$ cat config.mk
export PLATFORM = sky130hd
export DESIGN_NAME = sacfl_decode
export DESIGN_NICKNAME = d
export VERILOG_FILES = /design/src/rtl/set_assoc_cache_fifo_lru_top_assert.svh /design/src/rtl/sacfl_pkg.sv /design/src/rtl/sacfl_decode.sv
export SDC_FILE = /design/constraint.sdc
export NUM_CORES = 1
export LEC_CHECK = 0
export ABC_CLOCK_PERIOD_IN_PS = 6300
export BUFFER_PORTS_ARGS = -buffer_cell sky130_fd_sc_hd__buf_2
export CAP_MARGIN = 20
export CELL_PAD_IN_SITES_DETAIL_PLACEMENT = 1
export CELL_PAD_IN_SITES_GLOBAL_PLACEMENT = 1
export CORE_ASPECT_RATIO = 0.5
export CORE_MARGIN = 2
export CORE_UTILIZATION = 30
export DETAILED_ROUTE_END_ITERATION = 6
export GPL_TIMING_DRIVEN = 0
export PLACE_DENSITY_LB_ADDON = 0.1
export SYNTH_ARGS = -nofsm -noshare
export SYNTH_HDL_FRONTEND = slang
export SYNTH_SLANG_ARGS = --single-unit
export TNS_END_PERCENT = 50
$ cat constraint.sdc
create_clock -name vclk -period 6.3
set_clock_uncertainty 0.1 [all_clocks]
set_input_delay 0.945 -clock vclk [all_inputs]
set_output_delay 0.945 -clock vclk [all_outputs]
set_load 0.01 [all_outputs]
$ cat src/rtl/set_assoc_cache_fifo_lru_top_assert.svh
// assertion macros for the cache tag lookup block
// used by set_assoc_cache_fifo_lru_top; expects clk and rst_n in scope
`ifndef SET_ASSOC_CACHE_FIFO_LRU_TOP_ASSERT_SVH
`define SET_ASSOC_CACHE_FIFO_LRU_TOP_ASSERT_SVH

// same-cycle implication, checked outside reset
`define SACFL_ASSERT_IMP(name, ante, cons, msg) \
  name: assert property (@(posedge clk) disable iff (!rst_n) (ante) |-> (cons)) \
    else $error(msg);

// next-cycle implication, checked outside reset
`define SACFL_ASSERT_NXT(name, ante, cons, msg) \
  name: assert property (@(posedge clk) disable iff (!rst_n) (ante) |=> (cons)) \
    else $error(msg);

`endif

$ cat src/rtl/sacfl_pkg.sv
// shared types and constants of the cache tag lookup block
// no dependencies; used by sacfl_decode and set_assoc_cache_fifo_lru_top
`default_nettype none

package sacfl_pkg;

  // organisation codes
  localparam logic [1:0] ORG_DIRECT   = 2'd0;
  localparam logic [1:0] ORG_FOUR_WAY = 2'd1;
  localparam logic [1:0] ORG_FULL     = 2'd2;

  // replacement codes
  localparam logic POL_FIFO = 1'b0;
  localparam logic POL_LRU  = 1'b1;

  // configuration register indexes
  localparam int unsigned CFG_IDX_W = 2;
  localparam logic [CFG_IDX_W-1:0] REG_ORG_MODE    = 2'd0;
  localparam logic [CFG_IDX_W-1:0] REG_REPL_POLICY = 2'd1;
  localparam logic [CFG_IDX_W-1:0] REG_LINES_LOG2  = 2'd2;
  localparam logic [CFG_IDX_W-1:0] REG_OFFSET_BITS = 2'd3;
  localparam int unsigned CFG_DATA_W = 4;

  localparam logic [3:0] LINES_LOG2_MIN = 4'd2;
  localparam logic [3:0] FOUR_WAY_LOG2  = 4'd2;

  typedef struct packed {
    logic [1:0] org_mode;
    logic       repl_policy;
    logic [3:0] lines_log2;
    logic [3:0] offset_bits;
  } cfg_t;

  localparam cfg_t CFG_RESET = '{
    org_mode:    ORG_DIRECT,
    repl_policy: POL_LRU,
    lines_log2:  4'd8,
    offset_bits: 4'd4
  };

  typedef enum logic [2:0] {
    ST_CLEAR,
    ST_IDLE,
    ST_SCAN,
    ST_UPDATE,
    ST_DONE
  } state_t;

endpackage

`default_nettype wire

$ cat src/rtl/sacfl_decode.sv
// address split: set base line, tag and last way of the set for one access
// depends on sacfl_pkg
`default_nettype none

module sacfl_decode #(
  parameter int LMAX      = 8,
  parameter int ADDR_BITS = 32,
  parameter int TAG_W     = (ADDR_BITS < 32) ? ADDR_BITS : 32
) (
  input  sacfl_pkg::cfg_t   cfg,
  input  logic [31:0]       address,
  output logic [LMAX-1:0]   base,
  output logic [TAG_W-1:0]  tag,
  output logic [LMAX-1:0]   last_way
);
  import sacfl_pkg::*;

  localparam logic [31:0] ADDR_MASK =
    (ADDR_BITS >= 32) ? 32'hFFFF_FFFF : 32'((64'd1 << ADDR_BITS) - 64'd1);
  localparam logic [3:0]  LG_MAX = 4'(LMAX);
  localparam logic [LMAX:0] ONE  = (LMAX+1)'(1);

  logic [3:0]      lg;
  logic [3:0]      way_log;
  logic [3:0]      idx_len;
  logic [4:0]      tag_sh;
  logic [31:0]     addr_m;
  logic [31:0]     set_sh;
  logic [31:0]     tag_full;
  logic [LMAX:0]   set_mask;
  logic [LMAX:0]   way_cnt;
  logic [LMAX-1:0] set_idx;

  // line count clamped to what the store holds
  always_comb begin
    if (cfg.lines_log2 > LG_MAX) begin
      lg = LG_MAX;
    end else if (cfg.lines_log2 < LINES_LOG2_MIN) begin
      lg = LINES_LOG2_MIN;
    end else begin
      lg = cfg.lines_log2;
    end
  end

  // mode three falls into the fully associative arm
  always_comb begin
    unique case (cfg.org_mode)
      ORG_DIRECT: begin
        way_log = 4'd0;
        idx_len = lg;
      end
      ORG_FOUR_WAY: begin
        way_log = FOUR_WAY_LOG2;
        idx_len = lg - FOUR_WAY_LOG2;
      end
      default: begin
        way_log = lg;
        idx_len = 4'd0;
      end
    endcase
  end

  assign addr_m   = address & ADDR_MASK;
  assign set_sh   = addr_m >> cfg.offset_bits;
  assign set_mask = (ONE << idx_len) - ONE;
  assign set_idx  = set_sh[LMAX-1:0] & set_mask[LMAX-1:0];
  assign tag_sh   = {1'b0, cfg.offset_bits} + {1'b0, idx_len};
  assign tag_full = addr_m >> tag_sh;
  assign tag      = tag_full[TAG_W-1:0];
  assign base     = set_idx << way_log;
  assign way_cnt  = ONE << way_log;
  assign last_way = LMAX'(way_cnt - ONE);

endmodule

`default_nettype wire

==> metrics.txt <==
register area share after synthesis=0; startpoint class of the critical path=input pin; met2 WL=5573 um; Max transition margin=0.4370; critical path type=input pin to output pin; Worst EP required=5250 ps; final hold violation count=0; number of clock-tree buffers in the layout=0; hold-fix buffers at CTS=0; initial antenna violation count=0; post-DP HPWL=10360 um; final setup violation count=0; die width=146.3 um; worst vdd ir=0.08404 mV; Switch Pwr=0.3634 mW; final wirelength=12450 um; Initial Util=0.3151; met3 WL=343 um; Comb pwr share=1.000; Reg power frac=0; cell area after synthesis=3035 um^2; metal1 wirelength=6472 um; io pins=91; type of the tightest min-delay check=input pin to output pin; period utilization=0.9377; Seq cells=0; Setup TNS=0 ps; status=finished clean; vias=3756; RSZ-0062 raised after global routing=no; global-route wire length before repair=20220 um; port bufs=89; clock power share=0; Synth Instances=462; max layer used=met4; Synthesis Warnings=0; Distinct cells, synth=65; DRT Pass-1 Iters=5; crit-path max FO=10; Static Leakage=1.718 nW; Resized Gates After CTS=0; DR iter-0 viols=180; syn_area_per_cell=6.570 um^2; internal power=0.2218 mW; Sequential Area=0 um^2; Total Power=0.5852 mW; PwrDens=160.3 nW/um^2; arrival time at the worst endpoint=4860 ps; hold slack=2180 ps; share of layout cells above drive strength 1=0.2559; Area Growth Syn to Fin=20.24%; full die area=10990 um^2; Mapped Nets=513; GP Congestion=0.8599; Total GRT Usage=0.2244; routed len/inst=18.14 um; vias in the first global route=3777; vias per cell=5.475; Worst-Margin Slew=838.5 ps; Rows=25; Antenna Violating Nets Remaining=0; total grt overflow=0; core area=9634 um^2; sw frac=0.6209; commonest non-fill, non-tap cell in the layout=buf_2; final net count=604; f_max=0.1693 GHz; largest net degree at the start of global routing=11; DRC=0; critical path capture point type=output pin; most frequent cells in the layout=101 x buf_2, 73 x nand2_1, 57 x mux2i_1; fin. max-slew vios=0; max-cap violation count=0; setup bufs post-CTS=0; antenna cells=0; Final min period=5908 ps; Die Y=75.13 um
path summary, 6_finish.rpt:
check / startpoint / endpoint / slack, ps / cells after the start
max: cfg[7] / tag[0] / 390 / 16
min: cfg[5] / last_way[5] / 2180 / 4
stage by stage:
| stage | area, um^2 | std cells | util | setup slack [ps] |
|---|---|---|---|---|
| 2_1_floorplan | 3035 | 462 | - | 1405 |
| 6_report | 3650 | 686 | 0.3788 | 392.3 |
| 3_3_place_gp | 3650 | 686 | 0.3788 | 349.8 |
| 3_5_place_dp | 3650 | 686 | 0.3788 | 434.1 |
| 4_1_cts | 3650 | 686 | 0.3788 | 411.3 |
| 5_1_grt | 3650 | 686 | 0.3788 | 117.1 |
cell usage after synthesis, types with 5 or more instances:
cell type	n	area [um^2]
a211oi_1	8	60.06
a21o_1	5	37.54
a21oi_1	28	140.1
a31oi_1	9	56.30
buf_1	5	18.77
buf_2	12	60.06
clkbuf_1	16	60.06
ha_1	7	87.58
inv_1	9	33.78
mux2_2	19	214.0
mux2i_1	57	570.6
mux4_2	7	157.7
nand2_1	73	274.0
nand3_1	15	75.07
nand3b_1	5	37.54
nor2_1	47	176.4
nor2b_1	7	43.79
nor3_1	8	40.04
o211ai_1	10	75.07
o21ai_0	40	200.2
o21ai_1	5	25.02
or3_1	5	31.28
area by class of cell:
type	count	area, um^2
plain buffers	38	196.4
fillers	1326	5984
inverters	11	41.29
multi-input cells	413	2798
well taps	135	168.9
repair buffers	89	445.4
critical path, cell delays in order:
cell and delay [ps]:
buf_2 120, buf_2 180, nor2_1 270, inv_1 110, ha_1 320, a2bb2oi_1 410
inv_1 170, ha_1 390, xor2_1 680, buf_2 350, nand2_1 80, nand2_1 160
nor2_1 60, nor3_1 300, o21bai_1 160, buf_2 150
power groups by stage:
stage | Sequential, mW | Combinational [mW] | Clock, mW
after CTS | 0 | 0.585 | 0
after global placement | 0 | 0.580 | 0
after detailed placement | 0 | 0.581 | 0
after global routing | 0 | 0.648 | 0
final | 0 | 0.585 | 0
after floorplan | 0 | 0.381 | 0
cells by family after synthesis:
family | synth area share
XOR/XNOR | 0.02020
adder cells (fa/ha/maj) | 0.03545
other | 0.001235
AND/OR/NAND/NOR | 0.2852
AO/OA/AOI/OAI | 0.2617
multiplexers | 0.3178
buffers and inverters | 0.07832
layer usage:
layer	global-route usage	vias to the layer above
met1	0.3169	1794
met5	0	-
met4	0.01079	0
met3	0.005455	6
met2	0.4109	85
li1	-	1871
(Power assumes the default switching activity.)
